--- src/hdl/tchf_pkg.sv ---
// Shared constants, state type and arctangent table for the heading fusion block.
package tchf_pkg;

    localparam int CORDIC_STEPS    = 16;
    localparam int ANGLE_FRAC_BITS = 7;
    localparam int TABLE_LEN       = 24;
    localparam int CSTEPS          = (CORDIC_STEPS < TABLE_LEN) ? CORDIC_STEPS : TABLE_LEN;
    localparam int OUT_SHIFT       = 16 - ANGLE_FRAC_BITS;
    localparam int FULL_UNITS      = 360 << ANGLE_FRAC_BITS;
    localparam int HALF_UNITS      = 180 << ANGLE_FRAC_BITS;
    localparam int UW              = $clog2(FULL_UNITS) + 3;

    localparam int CW  = 36;
    localparam int ZW  = 26;
    localparam int PW  = 68;
    localparam int MAW = 36;
    localparam int MBW = 32;
    localparam int SHW = 5;
    localparam int CNW = 6;

    localparam int     HALF_TURN    = 180 * 65536;
    localparam int     QUARTER_TURN = 90 * 65536;
    localparam longint KINV_Q30     = 652032875;
    localparam longint GYRO_DEN     = 131000000;

    localparam int QW  = ANGLE_FRAC_BITS + 6;
    localparam int DVW = ANGLE_FRAC_BITS + 33;

    localparam int BW          = 17;
    localparam int BLEND_RESET = 64225;
    localparam int ALPHA_ONE   = 65536;

    localparam int MUL_LAST  = MBW + 1;
    localparam int COR_LAST  = CSTEPS + 1;
    localparam int SQRT_LAST = 17;
    localparam int DIV_LAST  = QW + 1;

    typedef enum logic [4:0] {
        ST_IDLE,
        ST_SQY,
        ST_SQZ,
        ST_SQRT,
        ST_ROLL,
        ST_PITCH,
        ST_SCR,
        ST_SCP,
        ST_M1,
        ST_M2,
        ST_M3,
        ST_M4,
        ST_M5,
        ST_M6,
        ST_HEAD,
        ST_GMUL,
        ST_GDIV,
        ST_BLA,
        ST_BLB,
        ST_DONE
    } st_t;

    // atan(2^-i) in degrees * 2^16
    function automatic logic signed [ZW-1:0] atan_at(input logic [SHW-1:0] i);
        logic signed [ZW-1:0] v;
        unique case (i)
            5'd0:    v = ZW'(2949120);
            5'd1:    v = ZW'(1740967);
            5'd2:    v = ZW'(919879);
            5'd3:    v = ZW'(466945);
            5'd4:    v = ZW'(234379);
            5'd5:    v = ZW'(117304);
            5'd6:    v = ZW'(58666);
            5'd7:    v = ZW'(29335);
            5'd8:    v = ZW'(14668);
            5'd9:    v = ZW'(7334);
            5'd10:   v = ZW'(3667);
            5'd11:   v = ZW'(1833);
            5'd12:   v = ZW'(917);
            5'd13:   v = ZW'(458);
            5'd14:   v = ZW'(229);
            5'd15:   v = ZW'(115);
            5'd16:   v = ZW'(57);
            5'd17:   v = ZW'(29);
            5'd18:   v = ZW'(14);
            5'd19:   v = ZW'(7);
            5'd20:   v = ZW'(4);
            5'd21:   v = ZW'(2);
            5'd22:   v = ZW'(1);
            default: v = '0;
        endcase
        return v;
    endfunction

endpackage

--- src/hdl/tilt_compensated_heading_fusion_top.sv ---
// Tilt-compensated compass heading fused with integrated gyro yaw.
//
// Input channel s_*: one sensor sample set per transaction. Output channel m_*:
// fused heading and compass heading, one transaction per input transaction.
// Angles are in 1/128 degree, range [0,360).
// One sample is processed at a time. s_ready is high only while the datapath
// is idle; a finished result sits in the output register, so a new sample can
// be taken while m_valid waits for m_ready.
// With mag_ready set, a sample passes through one shared bit-serial multiplier
// (11 products), one shared CORDIC stage doing one micro-rotation per cycle
// (5 passes), a 16-step square root and a 13-step restoring divider for the
// gyro increment; without it only the gyro product, the divider and the two
// blend products run. s_ready returns in the same cycle that m_valid rises.
// If m_ready stays low the block holds in its final state until the previous
// result is taken, then registers the new one and accepts the next sample.
// Reset (aresetn low, synchronous) clears the yaw estimate to 0, restores
// blend_weight to 64225 and drops m_valid. cfg_wr_en writes cfg_wr_data
// into blend_weight; write it only while idle.
module tilt_compensated_heading_fusion_top (
    input  logic                        aclk,
    input  logic                        aresetn,
    input  logic                        cfg_wr_en,
    input  logic [tchf_pkg::BW-1:0]     cfg_wr_data,
    input  logic                        s_valid,
    output logic                        s_ready,
    input  logic signed [15:0]          s_accel_x,
    input  logic signed [15:0]          s_accel_y,
    input  logic signed [15:0]          s_accel_z,
    input  logic signed [15:0]          s_gyro_z,
    input  logic signed [15:0]          s_mag_x,
    input  logic signed [15:0]          s_mag_y,
    input  logic signed [15:0]          s_mag_z,
    input  logic                        s_mag_ready,
    input  logic [15:0]                 s_elapsed_us,
    output logic                        m_valid,
    input  logic                        m_ready,
    output logic [15:0]                 m_heading,
    output logic [15:0]                 m_compass_heading
);
    import tchf_pkg::*;

    function automatic logic signed [UW-1:0] to_units(input logic signed [ZW-1:0] z);
        logic signed [ZW:0]   s;
        logic signed [UW-1:0] v;
        s = (ZW+1)'(z) + (ZW+1)'(1 << (OUT_SHIFT - 1));
        s = s >>> OUT_SHIFT;
        v = s[UW-1:0];
        if (v < 0) v = v + UW'(FULL_UNITS);
        if (v >= UW'(FULL_UNITS)) v = v - UW'(FULL_UNITS);
        return v;
    endfunction

    st_t state_reg, state_next;
    logic [CNW-1:0] cnt_reg;
    logic [CNW-1:0] lim;
    logic           last;

    logic [BW-1:0]        blend_reg;
    logic signed [UW-1:0] yaw_reg;
    logic                 m_valid_reg;
    logic [15:0]          m_heading_reg, m_compass_reg;

    logic signed [15:0] ax_reg, ay_reg, az_reg, gz_reg, mx_reg, my_reg, mz_reg;
    logic [15:0]        us_reg;

    logic signed [UW-1:0] mag_reg, gyro_reg;
    logic [15:0]          comp_reg;

    logic signed [ZW-1:0]  roll_reg, pitch_reg;
    logic signed [MBW-1:0] sin_r_reg, cos_r_reg, sin_p_reg, cos_p_reg;
    logic signed [CW-1:0]  mxc_reg, t_reg, myc_reg;

    // shared serial multiplier
    logic signed [PW-1:0]  ma_reg, p_reg;
    logic [MBW-1:0]        mb_reg;
    logic signed [MAW-1:0] mul_a;
    logic [MBW-1:0]        mul_b;
    logic                  mul_clr, mul_en;

    // shared CORDIC stage
    logic signed [CW-1:0] cx_reg, cy_reg;
    logic signed [ZW-1:0] cz_reg;
    logic                 cneg_reg;
    logic                 cor_en, cor_rot;
    logic signed [CW-1:0] vx, vy, cx0, cy0, xs, ys;
    logic signed [ZW-1:0] rth, cz0, at;
    logic                 cn0, up;
    logic [SHW-1:0]       sh;

    // square root
    logic [31:0] sq_v_reg, sq_r_reg, sq_bit_reg;
    logic [32:0] sq_try;
    logic        sq_en;

    // gyro increment divider
    logic [DVW-1:0]       dv_rem_reg, dv_div_reg;
    logic [QW-1:0]        dv_q_reg;
    logic                 dv_neg_reg, dv_en;
    logic signed [PW-1:0] num, nabs;

    logic signed [PW-1:0] p_sh16, p_sh30, yfull;
    logic signed [UW-1:0] q_s, gyro_c, mag_c, yaw_f;
    logic signed [UW:0]   dgm;
    logic [BW-1:0]        alpha;

    assign alpha = (blend_reg > BW'(ALPHA_ONE)) ? BW'(ALPHA_ONE) : blend_reg;
    assign last  = (cnt_reg == lim);

    // next state
    always_comb begin
        state_next = state_reg;
        unique case (state_reg)
            ST_IDLE:  if (s_valid) state_next = s_mag_ready ? ST_SQY : ST_GMUL;
            ST_SQY:   if (last) state_next = ST_SQZ;
            ST_SQZ:   if (last) state_next = ST_SQRT;
            ST_SQRT:  if (last) state_next = ST_ROLL;
            ST_ROLL:  if (last) state_next = ST_PITCH;
            ST_PITCH: if (last) state_next = ST_SCR;
            ST_SCR:   if (last) state_next = ST_SCP;
            ST_SCP:   if (last) state_next = ST_M1;
            ST_M1:    if (last) state_next = ST_M2;
            ST_M2:    if (last) state_next = ST_M3;
            ST_M3:    if (last) state_next = ST_M4;
            ST_M4:    if (last) state_next = ST_M5;
            ST_M5:    if (last) state_next = ST_M6;
            ST_M6:    if (last) state_next = ST_HEAD;
            ST_HEAD:  if (last) state_next = ST_GMUL;
            ST_GMUL:  if (last) state_next = ST_GDIV;
            ST_GDIV:  if (last) state_next = ST_BLA;
            ST_BLA:   if (last) state_next = ST_BLB;
            ST_BLB:   if (last) state_next = ST_DONE;
            ST_DONE:  if (!m_valid_reg || m_ready) state_next = ST_IDLE;
            default:  state_next = ST_IDLE;
        endcase
    end

    // unit controls and operand selection
    always_comb begin
        s_ready = 1'b0;
        lim     = '0;
        mul_en  = 1'b0;
        mul_clr = 1'b1;
        mul_a   = '0;
        mul_b   = '0;
        cor_en  = 1'b0;
        cor_rot = 1'b0;
        vx      = '0;
        vy      = '0;
        rth     = '0;
        sq_en   = 1'b0;
        dv_en   = 1'b0;
        unique case (state_reg)
            ST_IDLE: s_ready = 1'b1;
            ST_SQY: begin
                mul_en = 1'b1; lim = CNW'(MUL_LAST);
                mul_a = MAW'(ay_reg); mul_b = MBW'(ay_reg);
            end
            ST_SQZ: begin
                mul_en = 1'b1; lim = CNW'(MUL_LAST); mul_clr = 1'b0;
                mul_a = MAW'(az_reg); mul_b = MBW'(az_reg);
            end
            ST_SQRT: begin
                sq_en = 1'b1; lim = CNW'(SQRT_LAST);
            end
            ST_ROLL: begin
                cor_en = 1'b1; lim = CNW'(COR_LAST);
                vy = CW'(ay_reg) <<< 14;
                vx = CW'(az_reg) <<< 14;
            end
            ST_PITCH: begin
                cor_en = 1'b1; lim = CNW'(COR_LAST);
                vy = -(CW'(ax_reg) <<< 14);
                vx = signed'(CW'(sq_r_reg[16:0])) <<< 14;
            end
            ST_SCR: begin
                cor_en = 1'b1; cor_rot = 1'b1; lim = CNW'(COR_LAST); rth = roll_reg;
            end
            ST_SCP: begin
                cor_en = 1'b1; cor_rot = 1'b1; lim = CNW'(COR_LAST); rth = pitch_reg;
            end
            ST_M1: begin
                mul_en = 1'b1; lim = CNW'(MUL_LAST);
                mul_a = MAW'(mx_reg); mul_b = cos_p_reg;
            end
            ST_M2: begin
                mul_en = 1'b1; lim = CNW'(MUL_LAST); mul_clr = 1'b0;
                mul_a = MAW'(mz_reg); mul_b = sin_p_reg;
            end
            ST_M3: begin
                mul_en = 1'b1; lim = CNW'(MUL_LAST);
                mul_a = MAW'(mx_reg); mul_b = sin_p_reg;
            end
            ST_M4: begin
                mul_en = 1'b1; lim = CNW'(MUL_LAST); mul_clr = 1'b0;
                mul_a = -MAW'(mz_reg); mul_b = cos_p_reg;
            end
            ST_M5: begin
                mul_en = 1'b1; lim = CNW'(MUL_LAST);
                mul_a = MAW'(my_reg); mul_b = cos_r_reg;
            end
            ST_M6: begin
                mul_en = 1'b1; lim = CNW'(MUL_LAST);
                mul_a = MAW'(t_reg); mul_b = sin_r_reg;
            end
            ST_HEAD: begin
                cor_en = 1'b1; lim = CNW'(COR_LAST);
                vy = -myc_reg;
                vx = mxc_reg;
            end
            ST_GMUL: begin
                mul_en = 1'b1; lim = CNW'(MUL_LAST);
                mul_a = MAW'(gz_reg); mul_b = MBW'(us_reg);
            end
            ST_GDIV: begin
                dv_en = 1'b1; lim = CNW'(DIV_LAST);
            end
            ST_BLA: begin
                mul_en = 1'b1; lim = CNW'(MUL_LAST);
                mul_a = MAW'(gyro_reg); mul_b = MBW'(alpha);
            end
            ST_BLB: begin
                mul_en = 1'b1; lim = CNW'(MUL_LAST); mul_clr = 1'b0;
                mul_a = MAW'(mag_reg); mul_b = MBW'(ALPHA_ONE) - MBW'(alpha);
            end
            ST_DONE: lim = '0;
            default: lim = '0;
        endcase
    end

    // CORDIC setup: quadrant fold for rotation, half-plane flip for vectoring
    always_comb begin
        cx0 = vx;
        cy0 = vy;
        cz0 = '0;
        cn0 = 1'b0;
        if (cor_rot) begin
            cx0 = CW'(KINV_Q30);
            cy0 = '0;
            cz0 = rth;
            if (rth > ZW'(QUARTER_TURN)) begin
                cz0 = rth - ZW'(HALF_TURN);
                cn0 = 1'b1;
            end else if (rth < -ZW'(QUARTER_TURN)) begin
                cz0 = rth + ZW'(HALF_TURN);
                cn0 = 1'b1;
            end
        end else if (vx < 0) begin
            cz0 = (vy >= 0) ? ZW'(HALF_TURN) : -ZW'(HALF_TURN);
            cx0 = -vx;
            cy0 = -vy;
        end
    end

    always_comb begin
        sh = SHW'(cnt_reg - 1'b1);
        xs = cx_reg >>> sh;
        ys = cy_reg >>> sh;
        at = atan_at(sh);
        up = cor_rot ? (cz_reg >= 0) : (cy_reg <= 0);
    end

    always_comb begin
        sq_try = {1'b0, sq_r_reg} + {1'b0, sq_bit_reg};
        num    = p_reg <<< ANGLE_FRAC_BITS;
        nabs   = (num < 0) ? -num : num;
        p_sh16 = p_reg >>> 16;
        p_sh30 = p_reg >>> 30;
        q_s    = signed'(UW'(dv_q_reg));
        gyro_c = dv_neg_reg ? (yaw_reg - q_s) : (yaw_reg + q_s);
        dgm    = (UW+1)'(gyro_c) - (UW+1)'(mag_reg);
        mag_c  = mag_reg;
        if (dgm > (UW+1)'(HALF_UNITS)) begin
            mag_c = mag_reg + UW'(FULL_UNITS);
        end else if (dgm < -(UW+1)'(HALF_UNITS)) begin
            mag_c = mag_reg - UW'(FULL_UNITS);
        end
        yfull = (p_reg + PW'(32768)) >>> 16;
        yaw_f = yfull[UW-1:0];
        if (yaw_f >= UW'(FULL_UNITS)) yaw_f = yaw_f - UW'(FULL_UNITS);
        if (yaw_f < 0) yaw_f = yaw_f + UW'(FULL_UNITS);
    end

    // control registers
    always_ff @(posedge aclk) begin
        if (!aresetn) begin
            state_reg   <= ST_IDLE;
            cnt_reg     <= '0;
            m_valid_reg <= 1'b0;
            blend_reg   <= BW'(BLEND_RESET);
            yaw_reg     <= '0;
        end else begin
            state_reg <= state_next;
            if (state_reg == ST_IDLE || state_reg == ST_DONE || last) begin
                cnt_reg <= '0;
            end else begin
                cnt_reg <= cnt_reg + 1'b1;
            end
            if (cfg_wr_en) blend_reg <= cfg_wr_data;
            if (state_reg == ST_DONE && (!m_valid_reg || m_ready)) begin
                m_valid_reg <= 1'b1;
                yaw_reg     <= yaw_f;
            end else if (m_valid_reg && m_ready) begin
                m_valid_reg <= 1'b0;
            end
        end
    end

    // datapath
    always_ff @(posedge aclk) begin
        if (state_reg == ST_IDLE && s_valid) begin
            ax_reg <= s_accel_x;
            ay_reg <= s_accel_y;
            az_reg <= s_accel_z;
            gz_reg <= s_gyro_z;
            mx_reg <= s_mag_x;
            my_reg <= s_mag_y;
            mz_reg <= s_mag_z;
            us_reg <= s_elapsed_us;
            if (!s_mag_ready) mag_reg <= yaw_reg;
        end

        if (mul_en) begin
            if (cnt_reg == '0) begin
                ma_reg <= PW'(mul_a);
                mb_reg <= mul_b;
                if (mul_clr) p_reg <= '0;
            end else if (cnt_reg <= CNW'(MBW)) begin
                if (mb_reg[0]) begin
                    p_reg <= (cnt_reg == CNW'(MBW)) ? (p_reg - ma_reg) : (p_reg + ma_reg);
                end
                ma_reg <= ma_reg <<< 1;
                mb_reg <= mb_reg >> 1;
            end
        end

        if (cor_en) begin
            if (cnt_reg == '0) begin
                cx_reg   <= cx0;
                cy_reg   <= cy0;
                cz_reg   <= cz0;
                cneg_reg <= cn0;
            end else if (cnt_reg <= CNW'(CSTEPS)) begin
                if (up) begin
                    cx_reg <= cx_reg - ys;
                    cy_reg <= cy_reg + xs;
                    cz_reg <= cz_reg - at;
                end else begin
                    cx_reg <= cx_reg + ys;
                    cy_reg <= cy_reg - xs;
                    cz_reg <= cz_reg + at;
                end
            end
        end

        if (sq_en) begin
            if (cnt_reg == '0) begin
                sq_v_reg   <= p_reg[31:0];
                sq_r_reg   <= '0;
                sq_bit_reg <= 32'h4000_0000;
            end else if (cnt_reg <= CNW'(SQRT_LAST - 1)) begin
                if ({1'b0, sq_v_reg} >= sq_try) begin
                    sq_v_reg <= sq_v_reg - sq_try[31:0];
                    sq_r_reg <= (sq_r_reg >> 1) + sq_bit_reg;
                end else begin
                    sq_r_reg <= sq_r_reg >> 1;
                end
                sq_bit_reg <= sq_bit_reg >> 2;
            end
        end

        if (dv_en) begin
            if (cnt_reg == '0) begin
                dv_rem_reg <= nabs[DVW-1:0] + DVW'(GYRO_DEN / 2);
                dv_div_reg <= DVW'(GYRO_DEN) << (QW - 1);
                dv_q_reg   <= '0;
                dv_neg_reg <= (p_reg < 0);
            end else if (cnt_reg <= CNW'(QW)) begin
                if (dv_rem_reg >= dv_div_reg) begin
                    dv_rem_reg <= dv_rem_reg - dv_div_reg;
                    dv_q_reg   <= {dv_q_reg[QW-2:0], 1'b1};
                end else begin
                    dv_q_reg   <= {dv_q_reg[QW-2:0], 1'b0};
                end
                dv_div_reg <= dv_div_reg >> 1;
            end
        end

        if (last) begin
            unique case (state_reg)
                ST_ROLL:  roll_reg  <= cz_reg;
                ST_PITCH: pitch_reg <= cz_reg;
                ST_SCR: begin
                    sin_r_reg <= MBW'(cneg_reg ? -cy_reg : cy_reg);
                    cos_r_reg <= MBW'(cneg_reg ? -cx_reg : cx_reg);
                end
                ST_SCP: begin
                    sin_p_reg <= MBW'(cneg_reg ? -cy_reg : cy_reg);
                    cos_p_reg <= MBW'(cneg_reg ? -cx_reg : cx_reg);
                end
                ST_M2:   mxc_reg <= p_sh16[CW-1:0];
                ST_M4:   t_reg   <= p_sh16[CW-1:0];
                ST_M5:   myc_reg <= p_sh16[CW-1:0];
                ST_M6:   myc_reg <= myc_reg + signed'(p_sh30[CW-1:0]);
                ST_HEAD: mag_reg <= to_units(cz_reg);
                ST_GDIV: begin
                    comp_reg <= mag_reg[15:0];
                    gyro_reg <= gyro_c;
                    mag_reg  <= mag_c;
                end
                default: ;
            endcase
        end

        if (state_reg == ST_DONE && (!m_valid_reg || m_ready)) begin
            m_heading_reg <= yaw_f[15:0];
            m_compass_reg <= comp_reg;
        end
    end

    assign m_valid           = m_valid_reg;
    assign m_heading         = m_heading_reg;
    assign m_compass_heading = m_compass_reg;

    a_out_range: assert property (@(posedge aclk) disable iff (!aresetn)
        m_valid_reg |-> (m_heading_reg < 16'(FULL_UNITS)) && (m_compass_reg < 16'(FULL_UNITS)))
        else $error("result angle out of range");

    a_idle_cnt: assert property (@(posedge aclk) disable iff (!aresetn)
        (state_reg == ST_IDLE) |-> (cnt_reg == '0))
        else $error("step counter running while idle");

    a_rise_done: assert property (@(posedge aclk) disable iff (!aresetn)
        $rose(m_valid_reg) |-> ($past(state_reg) == ST_DONE))
        else $error("result posted outside final state");

    a_busy: assert property (@(posedge aclk) disable iff (!aresetn)
        (s_valid && s_ready) |=> (state_reg != ST_IDLE))
        else $error("accepted transaction not started");

endmodule

--- config.mk ---
export PLATFORM = sky130hd
export DESIGN_NAME = tilt_compensated_heading_fusion_top
export DESIGN_NICKNAME = d
export VERILOG_FILES = /design/src/hdl/tchf_pkg.sv /design/src/hdl/tilt_compensated_heading_fusion_top.sv
export SDC_FILE = /design/constraint.sdc
export NUM_CORES = 2
export LEC_CHECK = 0
export BUFFER_PORTS_ARGS = -buffer_cell sky130_fd_sc_hd__buf_2
export CORE_MARGIN = 2
export CORE_UTILIZATION = 55
export DETAILED_ROUTE_END_ITERATION = 12
export MAX_ROUTING_LAYER = met4
export PLACE_DENSITY_LB_ADDON = 0.2
export REMOVE_ABC_BUFFERS = 1
export SYNTH_ARGS = -nofsm -noshare
export SYNTH_HDL_FRONTEND = slang
export SYNTH_SLANG_ARGS = --single-unit
--- constraint.sdc ---
create_clock -name aclk -period 10.64 [get_ports aclk]
set_input_delay 0.532 -clock aclk [delete_from_list [all_inputs] [get_ports aclk]]
set_output_delay 0.532 -clock aclk [all_outputs]
set_load 0.01 [all_outputs]
# ---- Word level (Yosys, flattened, before mapping)
# Memory sizes are Yosys's and may differ from the RTL's.
# Cells that the tools add are included.
dict set report classes {
  bitwise 1
  n_mux 96
  reduce_logical 44
  n_lt_le_gt_ge 20
  shift 2
  eq_ne 43
  addsub 38
}
# op n
set ops {}
lappend ops {{$mux W68} 7}
lappend ops {{$mux W36} 10}
lappend ops {{$pmux W36 S10} 1}
lappend ops {{$mux W32} 9}
lappend ops {{$pmux W32 S9} 1}
lappend ops {{$mux W19} 12}
lappend ops {{$pmux W36 S3} 2}
lappend ops {{$mux W26} 8}
lappend ops {{$mux W40} 4}
lappend ops {{$lt A68 B1 Y1 const B} 2}
lappend ops {{$add A36 B36 Y36} 3}
lappend ops {{$neg A36 Y36} 3}
lappend ops {{$mux W5} 20}
lappend ops {{$pmux W5 S20} 1}
lappend ops {{$pmux W36 S2} 1}
lappend ops {{$sshr A36 B5 Y36} 2}
lappend ops {{$sub A36 B36 Y36} 2}
lappend ops {{$add A68 B68 Y68} 1}
lappend ops {{$sub A68 B68 Y68} 1}
lappend ops {{$neg A32 Y32} 2}
lappend ops {{$sub A19 B17 Y19 const B} 3}
lappend ops {{$pmux W26 S2} 1}
lappend ops {{$add A40 B26 Y40 const B} 1}
lappend ops {{$eq A5 B4 Y1 const B} 8}
lappend ops {{other kinds (71)} 139}
dict set report totals {
  romBits 704
  register_bits 990
  wordCells 286
  mem_count 1
}
# name depth width rd rd_ports_with_merged_regs wr line
set mem_list {}
lappend mem_list {{(name not given)} 32 22 1 0 0 tchf_pkg.sv:64} ;# unique case (i)

# ---- Depth between registers and ports, before layout
dict set report depth {
  ltp_word 9
  depth_mapped 41
  mapped_depth_nobuf 36
}

# ---- Worst setup path before layout
# No wires, ideal clock.
dict set report synth_path {
  path_kind {register to register}
  from {reg cnt_reg[0]}
  to {reg sq_v_reg[0], enable pin}
  stages_incl_launch_ff 13
  t_required_ns 10.170
  path_slack_ns -0.130
  path_buffers 6
  arrival_ns 10.300
  synth_period_minus_slack_ns 10.770
  path_cell_list {dfxtp_1 > buf_2 > buf_2 > inv_1 > buf_2 > buf_1 > buf_2 > buf_1 > ha_1 > nor3b_1 > nor2b_1 > nor4_1 > a21boi_0}
}
dict set report synth_between {
  elab_chain_len 3
}
# item line
set synth_rtl {}
lappend synth_rtl {{start: declaration} tilt_compensated_heading_fusion_top.sv:54} ;# logic [CNW-1:0] cnt_reg;
lappend synth_rtl {{start signal: assignment} tilt_compensated_heading_fusion_top.sv:296} ;# cnt_reg <= cnt_reg + 1'b1;
lappend synth_rtl {{$le A6 B5 Y1 / $logic_not A6 Y1 (equally long branches)} {tilt_compensated_heading_fusion_top.sv:360, tilt_compensated_heading_fusion_top.sv:356}}
lappend synth_rtl {{$reduce_bool A2 Y1 (no line)} n/a}
lappend synth_rtl {{$reduce_and A3 Y1 (no line) *} n/a}
lappend synth_rtl {{end signal: assignment} tilt_compensated_heading_fusion_top.sv:357} ;# sq_v_reg <= p_reg[31:0];
lappend synth_rtl {{end signal: assignment} tilt_compensated_heading_fusion_top.sv:362} ;# sq_v_reg <= sq_v_reg - sq_try[31:0];
lappend synth_rtl {{end: declaration} tilt_compensated_heading_fusion_top.sv:91} ;# logic [31:0] sq_v_reg, sq_r_reg, sq_bit_reg;
# Every way passes the cells marked *; elsewhere a longest branch is shown, timed or not.
# A chain may end at the register's enable or synchronous reset.

# ---- Worst setup path after layout
dict set report layout_path {
  from {reg cnt_reg[0]}
  to {reg cx_reg[34] (data pin)}
}
dict set report layout_between {
  elab_chain_len 6
}
# item line
set layout_rtl {}
lappend layout_rtl {{$sub A5 B1 Y5} tilt_compensated_heading_fusion_top.sv:255} ;# sh = SHW'(cnt_reg - 1'b1);
lappend layout_rtl {{$sshr A36 B5 Y36} tilt_compensated_heading_fusion_top.sv:257} ;# ys = cy_reg >>> sh;
lappend layout_rtl {{$add A36 B36 Y36 / $sub A36 B36 Y36 (equally long branches)} {tilt_compensated_heading_fusion_top.sv:348, tilt_compensated_heading_fusion_top.sv:344}}
lappend layout_rtl {{$mux W36} tilt_compensated_heading_fusion_top.sv:343} ;# if (up) begin
lappend layout_rtl {{$mux W36} tilt_compensated_heading_fusion_top.sv:342} ;# end else if (cnt_reg <= CNW'(CSTEPS)) begin
lappend layout_rtl {{$mux W36 *} tilt_compensated_heading_fusion_top.sv:337} ;# if (cnt_reg == '0) begin
lappend layout_rtl {{end signal: assignment} tilt_compensated_heading_fusion_top.sv:344} ;# cx_reg <= cx_reg - ys;
lappend layout_rtl {{end signal: assignment} tilt_compensated_heading_fusion_top.sv:348} ;# cx_reg <= cx_reg + ys;
lappend layout_rtl {{end: declaration} tilt_compensated_heading_fusion_top.sv:81} ;# logic signed [CW-1:0] cx_reg, cy_reg;
# Every way passes the cells marked *; elsewhere a longest branch is shown, timed or not. The select of a mux whose other input is x is not followed.

==> results <==
- The flow ran to the end, and the final reports show no timing, DRC or antenna violations.
- The die covers between 100000 and 150000 µm².
- Once placement finished, the instance area stood at 74890 µm².
- In the finished design, the share of the clock period the worst path needs comes to between 80% and 90%.
- After detailed routing, the total wire length is approximately 250 mm.
- The worst clock skew is approximately 0.046 ns.
- Clock-pin slew was measured on the worst setup and hold paths at 0.07 ns.
- Summed over all layers, the global routing overflow is 0.
- The prevailing post-synth register cell is edfxtp_1.
- Setup repair after global routing left no endpoint under its margin.
- The count of maximum capacitance violations is 0.
- The final count of hold timing violations is 0.
- The final weighted congestion of routability-driven global placement is between 1 and 1.5.
- The core region is approximately 130000 µm².
- The overall routing resource usage is between 30% and 40%.
- In this run the remaining antenna-violating nets after routing total 0.
- The relative max-transition margin is 16.16%.
- The post-route setup TNS is 0 ns.
- The post-synthesis cell area is approximately 72000 µm².
- The number of pins exceeding their max-slew limit in the final report came to 0.
- The worst setup path is of the reg -> reg kind.
- The share of Yosys cell area claimed by the top area cell type is 39.27%.
- The total DRC errors in the routed layout is 0.
- The depth of the worst hold-timing path is 3.
- The largest vdd supply drop is ~0.24 mV.
- Global routing consumed, on the met3 layer, 8.138% of the routing resources.
- The count of port buffers added during placement is between 150 and 200.
- In this run, placement finished with an instance count of approximately 9200.
- The path class of the tightest hold or removal check is in -> reg.
- Based on the critical path, the design can be clocked at up to around 0.11 GHz.
- The initial utilization of the core area, before any placement, comes to roughly 55%.
- After clock tree synthesis, the setup repair step added 0 buffers.
- The CTS sink count is 990.
- The share of layout cells above drive strength 1 is a little under a tenth.
- The H-tree level count is 3.
- The number of cells on the worst reg-to-reg path is 27.
- The total iterations of the first detailed-routing run is 7.
- For this run, global-route usage on met1 was measured as about 50%.
- The leakage power summed over all cells is about 30 nW.
- After detailed routing, the average wire length per cell comes to 26.43 µm.
- For the pin with the worst max-slew slack, the measured transition is 1.255 ns.
- The area added between synthesis and finish is 11.17%.
- After synthesis, flip-flops and latches occupy 40.60% of the total area.
- Counting I/O delays and the setup requirement, the final critical path takes just under 9 ns.
- Buffers inserted to repair hold after CTS numbered 140.
- The via count normalized by instance count is ~6.7.
- The count of boundary I/O pins is between 150 and 200.
- The row count is 132.
- The Yosys step of the flow raised 0 warnings.
- The arrival time at the worst endpoint is 9.35 ns.
- The clock tree root driver cell is clkbuf_16.
- Counting along the longest clock path gives a buffer depth of 3.
- The clock tree from TritonCTS is yes.
- The final number of setup-violating endpoints is 0.
- The filler cells instantiated in the layout total between 10000 and 15000.
- Counting flops with a built-in enable in the synthesized netlist gives around 940.
- Measured along the x axis, the die boundary spans roughly 370 µm.
- The cell count after synthesis came out at about 7600.
- The count of distinct cell types in the synthesized netlist is between 90 and 100.
- The later pin in the worst-skew pair is clocked with a latency of around 0.76 ns.
- The detailed router's first-iteration violation count is between 8000 and 9000.
- The TritonCTS buffer count is 111.
- The number of antenna violations at the first check in global routing is 13.
- A synthesized cell averages around 9.5 µm².
- The sum of net half-perimeters after detailed placement is ~180 mm.
- The floorplan die height is between 300 and 400 µm.
- After the last flow step, the layout net total stands at 8267.
- The via count of the first global-routing pass is 59331.
- The number of gates resized after CTS was 0.
- The most heavily used metal layer in global routing is met2.
- The first global-routing pass estimated 374.4 mm of wire.
- In the global route stage, met2 resource usage came out at a little under three fifths.
- Along the worst path, the maximum fanout reaches 54.
- The reg2reg setup slack is roughly 1.7 ns.
- In this run the power density over the cells is roughly 310 nW/µm².
- The flip-flop and latch count after synthesis is 990.
- Once layout is complete, the cells apart from fillers number 9563.
- The area of all placed cells without fillers is roughly 80000 µm².
- The data required time of the worst path is ~11 ns.
- The worst setup path is captured at a flop.
- The sort of element at the start of the critical path is a flop.
- After synthesis, the cell types taking the most area are edfxtp_1, ha_1, xnor2_1.
- The cell accounting for the most synthesized area is edfxtp_1.
- The detailed router placed roughly 64000 vias in this run.
- The maximum number of pins on one net before global-route repair is 150.
- The share of synthesized registers carrying an async set or reset is 0%.
-- per-stage QoR --
stage	utilization, %	hold slack [ns]	power (mW)	worst slack [ns]
after floorplan	-	0.4003	16.40	-5.375
after global placement	57.69	0.4009	20.35	2.069
after detailed placement	57.69	0.4045	20.52	1.933
after CTS	61.69	0.005360	24.65	1.889
after global routing	61.69	0.02778	26.44	1.152
final	61.69	0.03796	25.01	1.731
-- layout by cell type, fill, tap and decap left out, drive strengths merged, types with 60 or more instances in the layout --
cell type    instances
edfxtp             942
nor2               659
nand2              630
a21oi              563
o21ai              515
xnor2              436
ha                 384
buf                315
xor2               311
inv                238
a21o               208
nand3              170
nor3               166
dlygate4sd3        140
mux2i              130
clkbuf             130
a31oi              110
o31ai              100
nand2b              87
a22oi               78
a221oi              74
a211oi              72
and2                71
nor2b               69
o22ai               68
or3                 68
mux2                67
nor4                60
-- final cells by class --
type / instances / area [µm²] / share of cell area (%)
clock inverters: 78 / 902.1 / 1.126
clock buffers: 130 / 2880 / 3.596
flip-flops and latches: 990 / 29250 / 36.53
well taps: 1742 / 2180 / 2.722
inverters: 230 / 870.8 / 1.087
multi-input cells: 5934 / 40660 / 50.77
diodes: 4 / 10.01 / 0.01250
repair buffers: 455 / 3331 / 4.159
-- logic make-up after synthesis --
| logic type | count (synthesis) | share of synthesized area [%] |
|---|---|---|
| xor+xnor | 747 | 9.092 |
| buf+inv | 635 | 3.340 |
| simple gates | 2241 | 14.74 |
| compound gates | 2307 | 20.93 |
| mux | 245 | 4.354 |
| fa+ha+maj | 394 | 6.947 |
| flops | 990 | 40.60 |
-- where the power goes --
group          total, mW  internal (mW)  switching (mW)
Combinational       14.1           5.44            8.64
Clock               4.05           2.30            1.75
Sequential          6.88           5.61            1.27
Total               25.0           13.3            11.7
-- synth_stat cells (all sizes together), types with 21 or more instances --
| master | number |
|---|---|
| a21o | 208 |
| or2 | 32 |
| nor2b | 69 |
| a211o | 21 |
| buf | 70 |
| o22ai | 68 |
| a22oi | 78 |
| a21boi | 23 |
| a31o | 31 |
| a221oi | 74 |
| ha | 384 |
| inv | 230 |
| dfxtp | 48 |
| nor3 | 166 |
| a21oi | 563 |
| nand2b | 87 |
| edfxtp | 942 |
| mux4 | 48 |
| a31oi | 110 |
| nand2 | 630 |
| mux2i | 130 |
| nor2 | 659 |
| and3 | 54 |
| nand3 | 170 |
| o211ai | 28 |
| a211oi | 72 |
| and2 | 71 |
| nor4 | 60 |
| clkbuf | 335 |
| xnor2 | 436 |
| o31ai | 100 |
| o41ai | 35 |
| mux2 | 67 |
| o31a | 24 |
| a22o | 37 |
| or3 | 68 |
| nand4 | 56 |
| o21a | 57 |
| xor2 | 311 |
| a222oi | 33 |
| o21ai | 515 |
| or4 | 42 |
| o21bai | 57 |
-- layer usage --
layer  wire length, µm  vias to the layer above
met1            103000                    30900
met3             28990                      528
met2            110600                     3403
met4             10170                        0
met5                 0                        -
li1                  -                    28801
-- path summary, 6_finish.rpt --
kind,start,endpoint
max,cnt_reg[0],cx_reg[34]
max reg2reg,cnt_reg[0],cx_reg[34]
min reg2reg,comp_reg[4],m_compass_heading[4]
min,cfg_wr_data[11],blend_reg[11]
-- worst max-delay path, stage by stage (launching register included) --
cell       delay, ns
dfxtp_4         0.69
inv_1           0.08
buf_4           0.28
ha_4            0.86
buf_4           0.60
mux2_2          0.43
mux2i_1         0.27
mux2i_1         0.20
a2111oi_0       0.93
nand3b_1        0.24
nor2_1          0.22
and3b_1         0.23
nand3_1         0.16
o21ai_0         0.26
xnor2_1         0.18
ha_1            0.35
a21o_1          0.19
a21o_1          0.17
a21oi_1         0.22
o21bai_1        0.10
a21o_1          0.20
a211o_1         0.29
o21ai_0         0.46
a2bb2oi_1       0.33
a21oi_1         0.11
a21oi_1         0.18
xor2_1          0.15
o21ai_0         0.09
No activity file was read; power rests on OpenSTA's default activity.
